**config.mk**
```make
export PLATFORM = sky130hd
export DESIGN_NAME = link_frame_receiver_checker_core
export DESIGN_NICKNAME = d
export VERILOG_FILES = /design/src/hdl/lfrc_pkg.sv /design/src/hdl/link_frame_receiver_checker_core.sv
export VERILOG_INCLUDE_DIRS = /design/src /design/src/hdl
export SDC_FILE = /design/constraint.sdc
export NUM_CORES = 1
export LEC_CHECK = 0
export BUFFER_PORTS_ARGS = -buffer_cell sky130_fd_sc_hd__buf_2
export CAP_MARGIN = 10
export CORE_MARGIN = 1
export CORE_UTILIZATION = 55
export CTS_BUF_LIST = sky130_fd_sc_hd__clkbuf_8
export DETAILED_ROUTE_END_ITERATION = 16
export PLACE_DENSITY = 0.82
export REMOVE_ABC_BUFFERS = 1
export SYNTH_ARGS = -nofsm -noshare
export SYNTH_HDL_FRONTEND = slang
export SYNTH_SLANG_ARGS = --single-unit
```
**constraint.sdc**
```tcl
create_clock -name clk_i -period 3.45 [get_ports clk_i]
set_clock_uncertainty 0.1 [all_clocks]
set_input_delay 0 -clock clk_i [delete_from_list [all_inputs] [get_ports clk_i]]
set_output_delay 0 -clock clk_i [all_outputs]
set_load 0.01 [all_outputs]
```
**src/hdl/link_frame_receiver_checker_core_defines.svh**
```systemverilog
// assertion macros for the link frame receiver checker
`ifndef LINK_FRAME_RECEIVER_CHECKER_CORE_DEFINES_SVH
`define LINK_FRAME_RECEIVER_CHECKER_CORE_DEFINES_SVH

`ifndef SYNTHESIS

// property holds at every clock edge outside reset
`define LFRC_ASSERT(lbl, clk, rst_n, prop, msg) \
  lbl: assert property (@(posedge clk) disable iff (!rst_n) (prop)) else $error(msg);

// consequent holds in the cycle after the antecedent
`define LFRC_ASSERT_NEXT(lbl, clk, rst_n, ante, cons, msg) \
  lbl: assert property (@(posedge clk) disable iff (!rst_n) (ante) |=> (cons)) else $error(msg);

`else

`define LFRC_ASSERT(lbl, clk, rst_n, prop, msg)
`define LFRC_ASSERT_NEXT(lbl, clk, rst_n, ante, cons, msg)

`endif

`endif

```
**src/hdl/lfrc_pkg.sv**
```systemverilog
// shared constants for the link frame receiver checker
`default_nettype none

package lfrc_pkg;

  localparam int unsigned CountBitsDefault = 12;
  localparam int unsigned DataCountBits    = 12;
  localparam int unsigned CfgIndexBits     = 2;
  localparam int unsigned ErrBits          = 5;

  localparam logic [7:0] FlagByte = 8'h7E;

  localparam logic [7:0] ExpAddressReset = 8'h01;
  localparam logic [7:0] ExpControlReset = 8'h07;
  localparam logic       HasDataReset    = 1'b0;

  localparam logic [CfgIndexBits-1:0] CfgExpAddress = 2'd0;
  localparam logic [CfgIndexBits-1:0] CfgExpControl = 2'd1;
  localparam logic [CfgIndexBits-1:0] CfgHasData    = 2'd2;

  localparam logic [2:0] PosFlag    = 3'd0;
  localparam logic [2:0] PosAddress = 3'd1;
  localparam logic [2:0] PosControl = 3'd2;
  localparam logic [2:0] PosHeader  = 3'd3;
  localparam logic [2:0] PosData    = 3'd4;

  localparam int unsigned ErrFlag   = 0;
  localparam int unsigned ErrAddr   = 1;
  localparam int unsigned ErrCtrl   = 2;
  localparam int unsigned ErrHeader = 3;
  localparam int unsigned ErrData   = 4;

  localparam logic RkData   = 1'b0;
  localparam logic RkStatus = 1'b1;

endpackage

`default_nettype wire

```
**src/hdl/link_frame_receiver_checker_core.sv**
```systemverilog
// link frame receiver and checker, byte in, data byte or frame status out
//
// channel | direction | handshake            | payload
// in      | in        | in_valid_i/in_stall_o | rx_byte_i
// out     | out       | out_valid_o/out_stall_i | result_kind_o, data_byte_o, error bits,
//         |           |                      | data_count_o
// cfg     | in        | cfg_valid_i/cfg_ready_o | cfg_index_i, cfg_data_i
//
// one byte accepted per cycle while in_stall_o is low, result registered in the cycle after the byte that causes it
// input compare, xor and count logic sits between the byte and the result register
// in_stall_o is high only while a result waits and the downstream stalls
// async active-low reset returns the parser to waiting for the opening flag
// cfg writes are taken every cycle
`default_nettype none

module link_frame_receiver_checker_core #(
  parameter int unsigned COUNT_BITS = lfrc_pkg::CountBitsDefault
) (
  input  wire logic                              clk_i,
  input  wire logic                              rst_ni,
  input  wire logic                              in_valid_i,
  output logic                                   in_stall_o,
  input  wire logic [7:0]                        rx_byte_i,
  output logic                                   out_valid_o,
  input  wire logic                              out_stall_i,
  output logic                                   result_kind_o,
  output logic [7:0]                             data_byte_o,
  output logic                                   flag_error_o,
  output logic                                   address_error_o,
  output logic                                   control_error_o,
  output logic                                   header_check_error_o,
  output logic                                   data_check_error_o,
  output logic [lfrc_pkg::DataCountBits-1:0]     data_count_o,
  input  wire logic                              cfg_valid_i,
  output logic                                   cfg_ready_o,
  input  wire logic [lfrc_pkg::CfgIndexBits-1:0] cfg_index_i,
  input  wire logic [7:0]                        cfg_data_i
);
  import lfrc_pkg::*;

  `include "link_frame_receiver_checker_core_defines.svh"

  localparam int unsigned WideBits = (COUNT_BITS > DataCountBits) ? COUNT_BITS : DataCountBits;
  localparam logic [COUNT_BITS-1:0]    CountMax    = {COUNT_BITS{1'b1}};
  localparam logic [DataCountBits-1:0] DataCntMax  = {DataCountBits{1'b1}};

  logic [7:0] exp_addr_q, exp_ctrl_q;
  logic       has_data_q;

  logic [2:0]            pos_q, pos_d;
  logic [7:0]            got_addr_q, got_addr_d;
  logic [7:0]            got_ctrl_q, got_ctrl_d;
  logic [7:0]            held_q, held_d;
  logic                  held_valid_q, held_valid_d;
  logic [7:0]            xor_q, xor_d;
  logic [ErrBits-1:0]    err_q, err_d;
  logic [COUNT_BITS-1:0] count_q, count_d;

  logic                     out_valid_q;
  logic                     kind_q, kind_d;
  logic [7:0]               dbyte_q, dbyte_d;
  logic [ErrBits-1:0]       oerr_q, oerr_d;
  logic [DataCountBits-1:0] ocount_q, ocount_d;

  logic                     in_fire, emit;
  logic [WideBits-1:0]      count_wide;
  logic [DataCountBits-1:0] count_sat;
  logic [7:0]               check;

  assign cfg_ready_o = 1'b1;
  assign in_stall_o  = out_valid_q && out_stall_i;
  assign in_fire     = in_valid_i && !in_stall_o;

  assign count_wide = WideBits'(count_q);
  assign count_sat  = (count_wide > WideBits'(DataCntMax)) ? DataCntMax
                                                           : count_wide[DataCountBits-1:0];
  assign check      = held_valid_q ? held_q : 8'h00;

  always_comb begin
    pos_d        = pos_q;
    got_addr_d   = got_addr_q;
    got_ctrl_d   = got_ctrl_q;
    held_d       = held_q;
    held_valid_d = held_valid_q;
    xor_d        = xor_q;
    err_d        = err_q;
    count_d      = count_q;
    emit         = 1'b0;
    kind_d       = RkData;
    dbyte_d      = 8'h00;
    case (pos_q)
      PosFlag: begin
        err_d          = '0;
        err_d[ErrFlag] = (rx_byte_i != FlagByte);
        got_addr_d     = 8'h00;
        got_ctrl_d     = 8'h00;
        held_d         = 8'h00;
        held_valid_d   = 1'b0;
        xor_d          = 8'h00;
        count_d        = '0;
        pos_d          = PosAddress;
      end
      PosAddress: begin
        got_addr_d = rx_byte_i;
        if (rx_byte_i != exp_addr_q) err_d[ErrAddr] = 1'b1;
        pos_d = PosControl;
      end
      PosControl: begin
        got_ctrl_d = rx_byte_i;
        if (rx_byte_i != exp_ctrl_q) err_d[ErrCtrl] = 1'b1;
        pos_d = PosHeader;
      end
      PosHeader: begin
        if (rx_byte_i != (got_addr_q ^ got_ctrl_q)) err_d[ErrHeader] = 1'b1;
        pos_d = PosData;
      end
      PosData: begin
        if (!has_data_q) begin
          if (rx_byte_i != FlagByte) err_d[ErrFlag] = 1'b1;
          emit   = 1'b1;
          kind_d = RkStatus;
          pos_d  = PosFlag;
        end else if (rx_byte_i == FlagByte) begin
          if (check != xor_q) err_d[ErrData] = 1'b1;
          emit   = 1'b1;
          kind_d = RkStatus;
          pos_d  = PosFlag;
        end else if (held_valid_q) begin
          xor_d = xor_q ^ held_q;
          if (count_q != CountMax) count_d = count_q + 1'b1;
          held_d  = rx_byte_i;
          emit    = 1'b1;
          dbyte_d = held_q;
        end else begin
          held_d       = rx_byte_i;
          held_valid_d = 1'b1;
        end
      end
      default: begin
        pos_d = PosFlag;
      end
    endcase
  end

  always_comb begin
    oerr_d   = '0;
    ocount_d = '0;
    if (kind_d == RkStatus) begin
      oerr_d   = err_d;
      ocount_d = count_sat;
    end
  end

  always_ff @(posedge clk_i or negedge rst_ni) begin
    if (!rst_ni) begin
      exp_addr_q <= ExpAddressReset;
      exp_ctrl_q <= ExpControlReset;
      has_data_q <= HasDataReset;
    end else if (cfg_valid_i && cfg_ready_o) begin
      case (cfg_index_i)
        CfgExpAddress: exp_addr_q <= cfg_data_i;
        CfgExpControl: exp_ctrl_q <= cfg_data_i;
        CfgHasData:    has_data_q <= cfg_data_i[0];
        default: begin
        end
      endcase
    end
  end

  always_ff @(posedge clk_i or negedge rst_ni) begin
    if (!rst_ni) begin
      pos_q        <= PosFlag;
      got_addr_q   <= 8'h00;
      got_ctrl_q   <= 8'h00;
      held_q       <= 8'h00;
      held_valid_q <= 1'b0;
      xor_q        <= 8'h00;
      err_q        <= '0;
      count_q      <= '0;
    end else if (in_fire) begin
      pos_q        <= pos_d;
      got_addr_q   <= got_addr_d;
      got_ctrl_q   <= got_ctrl_d;
      held_q       <= held_d;
      held_valid_q <= held_valid_d;
      xor_q        <= xor_d;
      err_q        <= err_d;
      count_q      <= count_d;
    end
  end

  always_ff @(posedge clk_i or negedge rst_ni) begin
    if (!rst_ni) begin
      out_valid_q <= 1'b0;
    end else if (in_fire && emit) begin
      out_valid_q <= 1'b1;
    end else if (!out_stall_i) begin
      out_valid_q <= 1'b0;
    end
  end

  // result payload, loaded on each emitting transfer
  always_ff @(posedge clk_i) begin
    if (in_fire && emit) begin
      kind_q   <= kind_d;
      dbyte_q  <= dbyte_d;
      oerr_q   <= oerr_d;
      ocount_q <= ocount_d;
    end
  end

  assign out_valid_o          = out_valid_q;
  assign result_kind_o        = kind_q;
  assign data_byte_o          = dbyte_q;
  assign flag_error_o         = oerr_q[ErrFlag];
  assign address_error_o      = oerr_q[ErrAddr];
  assign control_error_o      = oerr_q[ErrCtrl];
  assign header_check_error_o = oerr_q[ErrHeader];
  assign data_check_error_o   = oerr_q[ErrData];
  assign data_count_o         = ocount_q;

  `LFRC_ASSERT(a_data_result_clean, clk_i, rst_ni,
               !(out_valid_o && result_kind_o == RkData) || (oerr_q == '0 && data_count_o == '0),
               "data result carries status bits")
  `LFRC_ASSERT(a_status_no_byte, clk_i, rst_ni,
               !(out_valid_o && result_kind_o == RkStatus) || (data_byte_o == 8'h00),
               "status result carries a data byte")
  `LFRC_ASSERT(a_held_in_data, clk_i, rst_ni,
               !held_valid_q || (pos_q == PosData) || (pos_q == PosFlag),
               "held byte outside data field")
  `LFRC_ASSERT_NEXT(a_status_restarts, clk_i, rst_ni,
                    in_fire && emit && kind_d == RkStatus,
                    pos_q == PosFlag && out_valid_q && result_kind_o == RkStatus,
                    "status did not return parser to flag wait")
  `LFRC_ASSERT_NEXT(a_super_close, clk_i, rst_ni,
                    in_fire && pos_q == PosData && !has_data_q,
                    out_valid_q && result_kind_o == RkStatus,
                    "supervisory frame closed without status")

endmodule

`default_nettype wire

```
After elaboration in Yosys (flattened, before gate mapping)
Cells that the tools add are included.
Storage, ports and cells
  flip-flop bits (word level): 97
  input bits: 23
  logic and storage cells: 104
Operators by class
  add/subtract/negate cells: 1
  magnitude comparators: 1
  equal/unequal tests: 19
  multiplexer cells: 44
  bitwise operators: 4
  reduce and logical (&&, ||, !) cells: 19
Operators with widths (count)
  $pmux W8 S2: 4
  $mux W12: 5
  $mux W8: 6
  $ne A8 B8 Y1: 4
  $pmux W12 S2: 1
  $mux W1: 19
  $xor A8 B8 Y8: 2
  $pmux W3 S5: 1
  $add A12 B1 Y12 const B: 1
  $gt A12 B12 Y1 const B: 1
  $ne A12 B12 Y1 const B: 1
  $pmux W1 S2: 6
  $reduce_and A2 Y1: 6
  $eq A8 B7 Y1 const B: 1
  $ne A2 B2 Y1 const B: 4
  $ne A8 B7 Y1 const B: 1
  $eq A3 B2 Y1 const B: 2
  $mux W3: 2
  $reduce_and A6 Y1: 1
  $reduce_bool A2 Y1: 3
  $reduce_and A5 Y1: 1
  $reduce_and A4 Y1: 1
  $eq A3 B1 Y1 const B: 1
  $eq A3 B3 Y1 const B: 1
  other kinds (10): 13

Logic depth before layout (Yosys ltp)
Gate-level depths: netlist of the first run.
  depth in word-level cells: 6
  mapped depth: 7

Worst setup path before layout of the first run
Ideal clock, no wire load.
  kind: reg-to-reg
  start: register out_valid_q (netlist: out_valid_o)
  end: register dbyte_q[0] (netlist: data_byte_o[0]), enable pin
  setup time: 0.381 ns
  arrival time: 1.694 ns
  required time: 2.969 ns
  path slack: 1.275 ns
  stages on the path, launching flop included: 5
  path buffers: 1
  path through: dfrtp_1 a21bo_2 clkbuf_1 nor3_1 o211a_1
Between the ends
  longest elaborated chain between the ends: 4
Ends and longest elaborated chain
  start: declaration: RTL line link_frame_receiver_checker_core.sv:59  | logic out_valid_q;
  start signal: assignment: RTL line link_frame_receiver_checker_core.sv:194  | out_valid_q <= 1'b0;
  start signal: assignment: RTL line link_frame_receiver_checker_core.sv:196  | out_valid_q <= 1'b1;
  start signal: assignment: RTL line link_frame_receiver_checker_core.sv:198  | out_valid_q <= 1'b0;
  $logic_and A1 B1 Y1: RTL line link_frame_receiver_checker_core.sv:71  | assign in_stall_o = out_valid_q && out_stall_i;
  $logic_not A1 Y1: RTL line link_frame_receiver_checker_core.sv:72  | assign in_fire = in_valid_i && !in_stall_o;
  $logic_and A1 B1 Y1: RTL line link_frame_receiver_checker_core.sv:72
  $logic_and A1 B1 Y1: RTL line link_frame_receiver_checker_core.sv:204  | if (in_fire && emit) begin
  end signal: assignment: RTL line link_frame_receiver_checker_core.sv:206  | dbyte_q <= dbyte_d;
  end: declaration: RTL line link_frame_receiver_checker_core.sv:61  | logic [7:0] dbyte_q, dbyte_d;
No other way between the ends.
A chain may end at the register's enable or synchronous reset.

Final worst setup path of the first run
  start: register pos_q[0]
  end: register count_q[8]
Between the ends
  longest elaborated chain between the ends: 3
  elaborated cells on any way between the ends: 9
Ends and longest elaborated chain
  start: declaration: RTL line link_frame_receiver_checker_core.sv:50  | logic [2:0] pos_q, pos_d;
  start signal: assignment: RTL line link_frame_receiver_checker_core.sv:172  | pos_q <= PosFlag;
  start signal: assignment: RTL line link_frame_receiver_checker_core.sv:181  | pos_q <= pos_d;
  $eq A3 B3 Y1 or $logic_not A3 Y1 (tied branches): RTL line link_frame_receiver_checker_core.sv:91  | case (pos_q)
  $ne A2 B2 Y1 (no line) or $reduce_bool A2 Y1 (tied branches)
  $reduce_and A6 Y1 (no line)
  end signal: assignment: RTL line link_frame_receiver_checker_core.sv:188  | count_q <= count_d;
  end: declaration: RTL line link_frame_receiver_checker_core.sv:57  | logic [COUNT_BITS-1:0] count_q, count_d;
Several ways; a longest one is shown, not always the timed one.

==> results.cfg, run 1 <==
[status]
outcome = finished clean

[worst_setup_path]
crit_type = reg -> reg
setup.worst_path.start_class = flip-flop
end_kind = flip-flop
worst_ep_arrival_time_ns = 2.70
crit_required_ns = 3.64
crit_fanout = 18

[route]
viasPerCell = 5.81
dr_total_vias = 3458
dr.pass1.iters = 5
dr.first_iter.drc_count = 183
drc = 0
ant_nets = 0
wl_per_cell_um = 16.2
finalWirelength_mm = 9.66

[power_and_ir_drop]
p_comb_frac = 0.261
power.share.switching = 0.348
peakVddDrop_uv = 299
clkPwrFrac = 0.224
p_switching_mw = 1.13
internal-power_mw = 2.12
power_per_cell_area_nw_per_um2 = 607
pwr-share-seq = 0.515
cellLeakagePower_nw = 2.23

[yosys]
yosysWarnings = 0
yosysMostFrequentCell = dfrtp_1
synthTopCellsByArea = dfrtp_1 (36%), edfxtp_1 (17%), xnor2_1 (4.7%)
ys_seq_area_frac = 0.553
synthArstFlopShare = 0.732
synth_edf_count = 26
synth.distinct_cells = 49
synth.top_cells.by_count = dfrtp_1 (67), nand2_1 (47), o21ai_0 (29)
synth.ff_latch_count = 97
syn_inst = 422
synth.avg_cell_area_um2 = 11.0
yosysTopAreaCell = dfrtp_1
synth-main-ff-cell = dfrtp_1
synth_top_area_frac = 0.362
synthesis.area_um2 = 4630

[floorplan]
die_x_um = 93.8
placementRows = 33
ioPinCount = 52
die_h_um = 93.8
core_area_um2 = 8180
die_area_um2 = 8790
start_util = 0.567

[global_routing]
grt_use_total = 0.237
antenna_found_initial = 0
grt_max_degree = 39
grt_pass1_vias = 3379
overflow = 0
grt_pass1_wl_mm = 15.9

[sta]
finalSetupViolCount = 0
setup_tns_ns = 0
layout_min_cycle_time_ns = 2.51
period_share = 0.728
max-slew-margin-rel = 0.377
finalHoldViolations = 0
max_freq_mhz = 398
drv_slew = 0
rsz0062_at_grt = no
worst_pin_slew_ns = 0.928

[layout]
fin_nets = 509
drive_gt1_frac = 0.206
fin_cells = 595
register_area_um2 = 2560
multi_input_area_um2 = 1950
fillers = 645
area_delta_synth_final_pct = 15.5
n_antenna_cell = 0

[clock_tree]
cts_setup_buffers = 0
cts_buffer_depth = 2
cts_buffers = 9
worstSkewPairLatency_ns = 0.36
clkSinkCount = 97
cts_tree = built
cts_resized = 0
cts_root_buf = clkbuf_8
cts-htree-levels = 3
clk_pin_slew_worst_paths_ns = 0.09

[placed_design]
place_congestion = 0.821
dp_cells = 557
dp_hpwl_mm = 6.44
io_buffer_count = 50

[flow_run]
max_cap_viol_count = 0

[hold_path]
hp-class = in -> reg
==> final cells by class <==
type                            count  share of cell area
Timing Repair Buffer               77              0.0940
Inverter                            3             0.00211
Clock buffer                        9              0.0232
Tap cell                          105              0.0246
Sequential cell                    97               0.479
Clock inverter                      7              0.0133
Multi-Input combinational cell    297               0.364
==> timing repair <==
action | in CTS | in global routing
setup endpoints to repair | 0 | 0
hold buffers | 21 | 0
endpoints found under the hold margin | 77 | 0
==> flip-flops by register name, summed over array words and instances, names as in the netlist <==
name / flops
count_q: 12
out_valid_o: 1
has_data_q: 1
pos_q: 3
held_valid_q: 1
oerr_q: 5
result_kind_o: 1
got_ctrl_q: 8
exp_ctrl_q: 8
data_count_o: 12
xor_q: 8
held_q: 8
data_byte_o: 8
exp_addr_q: 8
got_addr_q: 8
err_q: 5
==> metal layers <==
| layer | up-vias | share of wire | GRT usage |
|---|---|---|---|
| li1 | 1620 | - | - |
| met1 | 1709 | 0.44 | 0.309 |
| met2 | 109 | 0.49 | 0.394 |
| met3 | 20 | 0.044 | 0.0307 |
| met4 | 0 | 0.024 | 0.112 |
| met5 | - | 0 | 0 |
==> critical path, stage by stage, from the launching register on <==
cell     delay [ns]
dfrtp_1        0.61
or3_4          0.48
or2_4          0.31
a21o_1         0.32
or4_1          0.45
a21oi_1        0.17
==> kinds of logic (layout without fill, tap and decap cells) <==
kind of cell	count (synthesis)	after routing	share of synthesized area
fa+ha+maj	1	1	0.00270
flops	97	97	0.553
mux	18	18	0.0438
buf+inv	28	96	0.0267
compound gates	82	82	0.121
simple gates	150	150	0.166
xor+xnor	45	45	0.0851
other cells	1	1	0.000810
==> power groups by stage <==
stage,registers (mW),logic [mW],clock network (mW)
final,1.67,0.847,0.729
after global placement,1.66,0.792,0
after global routing,1.70,0.949,0.785
after detailed placement,1.69,0.823,0
after CTS,1.66,0.847,0.738
after floorplan,1.64,0.582,0
==> cell usage in the layout, fill, tap and decap left out, types with 3 or more instances in the layout <==
cell           synthesis  final
a21boi_0               8      8
a21oi_1               14     14
a22o_1                 8      8
and2_1                15     15
and3_1                10     10
buf_2                  6     51
buf_4                  1      5
clkbuf_8               0      9
dfrtp_1               67     67
dfstp_2                4      4
dlygate4sd3_1          0     21
edfxtp_1              26     26
inv_1                  3      4
mux2_2                18     18
nand2_1               47     47
nand3_1               12     12
nand4_1                5      5
nand4b_1               6      6
nor2_1                28     28
nor3_1                 4      4
nor4_1                 4      4
o21ai_0               29     29
o22ai_1                4      4
o31ai_1                4      4
or2_2                  3      3
or3_1                  4      4
or4_1                  5      5
xnor2_1               25     25
xor2_1                20     20
==> final timing paths <==
| check | start | cells after the start | end | slack, ns |
|---|---|---|---|---|
| worst max-delay path | pos_q[0] | 5 | count_q[8] | 0.94 |
| worst min-delay path | in_valid_i | 4 | pos_q[0] | 0.07 |
| worst max register to register | pos_q[0] | 5 | count_q[8] | 0.94 |
| worst min register to register | err_q[0] | 2 | err_q[0] | 0.39 |
| max in group asynchronous | rst_ni | 3 | exp_ctrl_q[1] | 2.23 |
| min in group asynchronous | rst_ni | 2 | exp_ctrl_q[3] | 0.18 |
==> through the flow <==
stage	utilization	total power, mW	hold slack [ns]	worst slack, ns	area, um^2
finish	0.654	3.25	0.0730	0.938	5350
detailed placement	0.604	2.51	0.0440	0.956	4940
global route	0.654	3.44	0.102	0.764	5350
global placement	0.604	2.45	0.0431	1.09	4940
floorplan	-	2.22	-0.396	1.20	4520
CTS	0.654	3.25	0.0633	0.938	5340
(Power assumes the default switching activity.)
==> run 2: changes to the inputs <==
PLACE_DENSITY = 0.85   (was 0.82)
clock period = 2.15 ns   (was 3.45 ns; I/O delays follow)
==> results.cfg, run 2 (synthesis results as in run 1) <==
[layout]
final_cell_mix = dfrtp_1 (67), buf_2 (50), nand2_1 (47)
layout_commonest_cell = dfrtp_1
fin_nets = 534
area_delta_synth_final_pct = 21.7
fillers = 589
fin_cells = 620
drive_gt1_frac = 0.250
n_antenna_cell = 0

[sta]
setup_ws_ns = 0.00872
max_freq_mhz = 467
layout_min_cycle_time_ns = 2.14
setup_tns_ns = 0
rsz0062_at_grt = yes
period_share = 0.996
finalHoldViolations = 0
finalSetupViolCount = 0
timing.hold.ws_ns = 0.101
worst_pin_slew_ns = 0.885
drv_slew = 0
max-slew-margin-rel = 0.406

[worst_setup_path]
crit_type = reg -> reg
crit_fanout = 16
setup.worst_path.start_class = flip-flop
worst_ep_arrival_time_ns = 2.33
crit_required_ns = 2.33
end_kind = flip-flop

[global_routing]
grt_use_total = 0.260
grt_pass1_vias = 3500
antenna_found_initial = 0
grt_pass1_wl_mm = 17.1
overflow = 0
grt_max_degree = 42

[clock_tree]
cts_buffers = 9
worstSkewPairLatency_ns = 0.37
clkSinkCount = 97
cts_root_buf = clkbuf_8
cts_setup_buffers = 0
cts_tree = built
clk_pin_slew_worst_paths_ns = 0.09
cts-htree-levels = 3
cts_buffer_depth = 2

[flow_run]
max_cap_viol_count = 0

[floorplan]
die_h_um = 93.8
die_area_um2 = 8790
die_x_um = 93.8
start_util = 0.567
ioPinCount = 52
placementRows = 33
core_area_um2 = 8180

[route]
dr.first_iter.drc_count = 244
finalWirelength_mm = 10.5
viasPerCell = 5.74
dr_total_vias = 3561
dr.pass1.iters = 6
ant_nets = 0
wl_per_cell_um = 17.0
drc = 0

[placed_design]
place_congestion = 0.852
dp_hpwl_mm = 7.18
dp_cells = 583
io_buffer_count = 50
dpl_worst_slack_ns = -0.0395

[power_and_ir_drop]
cellLeakagePower_nw = 2.39
peakVddDrop_uv = 619
power_per_cell_area_nw_per_um2 = 1000

[hold_path]
hp-class = in -> reg

[status]
outcome = finished clean
==> run 2: metal layers <==
metal | up-vias | GRT usage | routed length (um)
li1 | 1671 | - | -
met1 | 1742 | 0.328 | 4340
met2 | 130 | 0.450 | 5460
met3 | 18 | 0.0364 | 491
met4 | 0 | 0.103 | 217
met5 | - | 0 | 0
==> run 2: per-stage QoR <==
stage	power, mW	util	instance area, um^2
3_3_place_gp	4.12	0.633	5170
3_5_place_dp	4.22	0.633	5170
4_1_cts	5.62	0.687	5620
6_report	5.64	0.690	5640
2_1_floorplan	3.56	-	4520
5_1_grt	5.95	0.690	5640
==> run 2: timing repair <==
item	4_1_cts	5_1_grt
gates resized for setup	1	4
endpoints found under the hold margin	68	0
hold buffers	21	0
setup endpoints to repair	4	28
==> run 2: report_power, final <==
group / switching [mW] / internal (mW) / total [mW] / leakage, nW
combinational: 0.934 / 0.753 / 1.69 / 1.14
clock: 0.619 / 0.763 / 1.38 / 0.118
sequential: 0.311 / 2.26 / 2.57 / 1.13
==> run 2: final cells by class <==
class,count,area [um^2],area share
Inverter,3,15.0,0.00266
Timing Repair Buffer,102,731,0.130
Clock buffer,9,124,0.0220
Sequential cell,97,2560,0.455
Clock inverter,7,110,0.0195
Tap cell,105,131,0.0233
Multi-Input combinational cell,297,1960,0.348
==> run 2: worst paths after layout <==
kind	start	to	slack [ns]	cells after the start
setup / recovery	pos_q[0]	count_q[8]	0.009	5
hold / removal	in_valid_i	err_q[2]	0.10	3
setup reg to reg	pos_q[0]	count_q[8]	0.009	5
hold reg to reg	err_q[1]	err_q[1]	0.40	2
max in group asynchronous	rst_ni	exp_ctrl_q[0]	1.09	3
min in group asynchronous	rst_ni	exp_addr_q[3]	0.13	2
==> run 2: critical path, cell delays in order, from the launching register on <==
cell,delay (ns)
dfrtp_1,0.39
or3_4,0.40
or2_4,0.28
a21o_2,0.29
or4_1,0.43
a21oi_1,0.18
==> run 3: changes to the inputs <==
CELL_PAD_IN_SITES_DETAIL_PLACEMENT = 0   (was unset)
CELL_PAD_IN_SITES_GLOBAL_PLACEMENT = 2   (was unset)
CORE_UTILIZATION = 36   (was 55)
PLACE_DENSITY = 0.84   (was 0.85)
==> results.cfg, run 3 (synthesis results as in run 1) <==
[status]
outcome = finished clean

[route]
ant_nets = 0
drc = 0
viasPerCell = 4.92
dr_total_vias = 3431
wl_per_cell_um = 15.1
dr.first_iter.drc_count = 218
finalWirelength_mm = 10.5
dr.pass1.iters = 4

[layout]
fillers = 1199
area_delta_synth_final_pct = 24.5
drive_gt1_frac = 0.272
n_antenna_cell = 0
stdcell_area_um2 = 5770
layout_commonest_cell = dfrtp_1
fin_nets = 544
final_core_util = 0.459
multi_input_area_um2 = 1990
final_cell_mix = dfrtp_1 (66), buf_2 (50), nand2_1 (47)
register_area_um2 = 2560

[worst_setup_path]
worstPathCellList = or3_4 > or2_4 > a2111oi_4 > or3b_1 > a21oi_1
timing.rr.start = pos_q[0]
crit_family = simple AND/OR/NAND/NOR gates
cp.buffers_inverters = 0
setup.worst_path.start_class = flip-flop
r2r_end = count_q[11]
cp.depth = 5
crit_required_ns = 2.36
crit_type = reg -> reg
cpMaxStageDelayCell = dfrtp_1
end_kind = flip-flop
worst_ep_arrival_time_ns = 2.31
crit_fanout = 5
r2r_setup_slack_ns = 0.05
reg2regPathDepth = 5
slowest_delay_ns = 0.41

[hold_path]
hp-class = in -> async

[power_and_ir_drop]
total_power_mw = 5.42
power_per_cell_area_nw_per_um2 = 941
cellLeakagePower_nw = 2.42
peakVddDrop_uv = 520

[global_routing]
grt_pass1_vias = 3378
grt_pass1_wl_mm = 17.5
grt_use_total = 0.178
grt_max_degree = 28
antenna_found_initial = 0
overflow = 0

[floorplan]
ioPinCount = 52
die_area_um2 = 13300
start_util = 0.369
die_h_um = 115
core_area_um2 = 12600
die_x_um = 115
placementRows = 41

[placed_design]
dp_hpwl_mm = 7.43
place_congestion = 0.775
dpl_worst_slack_ns = -0.0138
place_area_um2 = 5300
io_buffer_count = 50

[clock_tree]
clk_pin_slew_worst_paths_ns = 0.09
cts_tree = built
worstSkewPairLatency_ns = 0.38
cts_root_buf = clkbuf_8
cts-htree-levels = 3
clkSinkCount = 97
cts_buffer_depth = 2
cts_buffers = 9

[sta]
max-slew-margin-rel = 0.586
timing.hold.ws_ns = 0.0894
worst_pin_slew_ns = 0.619
finalHoldViolations = 0
setup_ws_ns = 0.0542
drv_slew = 0
rsz0062_at_grt = yes
period_share = 0.975
max_freq_mhz = 477
finalSetupViolCount = 0
layout_min_cycle_time_ns = 2.10

[flow_run]
max_cap_viol_count = 0
## run 3: cell count changes in the layout (fill, tap and decap cells not counted), sizes merged
cell         delta
buf             +9
clkbuf          +4
bufinv          -3
clkinvlp        -2
dlygate4sd3     +1
inv             +1
## run 3: layout make-up
type,instances,area share
repair buffers,112,0.138
clock buffers,13,0.0310
well taps,172,0.0373
flip-flops and latches,97,0.445
inverters,3,0.00195
multi-input cells,297,0.345
clock inverters,3,0.00239
## run 3: metrics by stage
step,std cells,setup TNS [ns]
finish,697,0
global route,697,-0.0136
CTS,696,0
detailed placement,658,-0.0138
global placement,658,0
floorplan,397,-0.407
## run 3: worst max-delay path by stage
stage                  endpoint  startpoint
floorplan           count_q[11]    pos_q[0]
global placement    count_q[10]    pos_q[1]
detailed placement   count_q[8]    pos_q[1]
CTS                  count_q[8]    pos_q[1]
global route        count_q[11]    pos_q[1]
finish              count_q[11]    pos_q[0]
## run 3: worst reg2reg max path, cell delays in order, from the launching register on
cell and delay, ns:
dfrtp_1 0.41, or3_4 0.39, or2_4 0.27, a2111oi_4 0.32
or3b_1 0.38, a21oi_1 0.15
## run 3: where the power goes
part,switching [mW],internal (mW)
combinational,0.941,0.772
clock,0.614,0.540
sequential,0.292,2.26
## run 3: what timing repair did
item / 4_1_cts / 5_1_grt
endpoints found under the setup margin: 4 / 25
pin swaps: 0 / 1
hold buffers: 22 / 0
endpoints found under the hold margin: 113 / 0
gates cloned: 0 / 0
setup buffers: 0 / 1
resized for setup: 2 / 8
## run 3: metal layers
metal,vias up,track usage,part of all wire
li1,1681,-,-
met1,1682,0.222,0.47
met2,55,0.292,0.49
met3,13,0.0596,0.032
met4,0,0.0528,0.011
met5,-,0,0
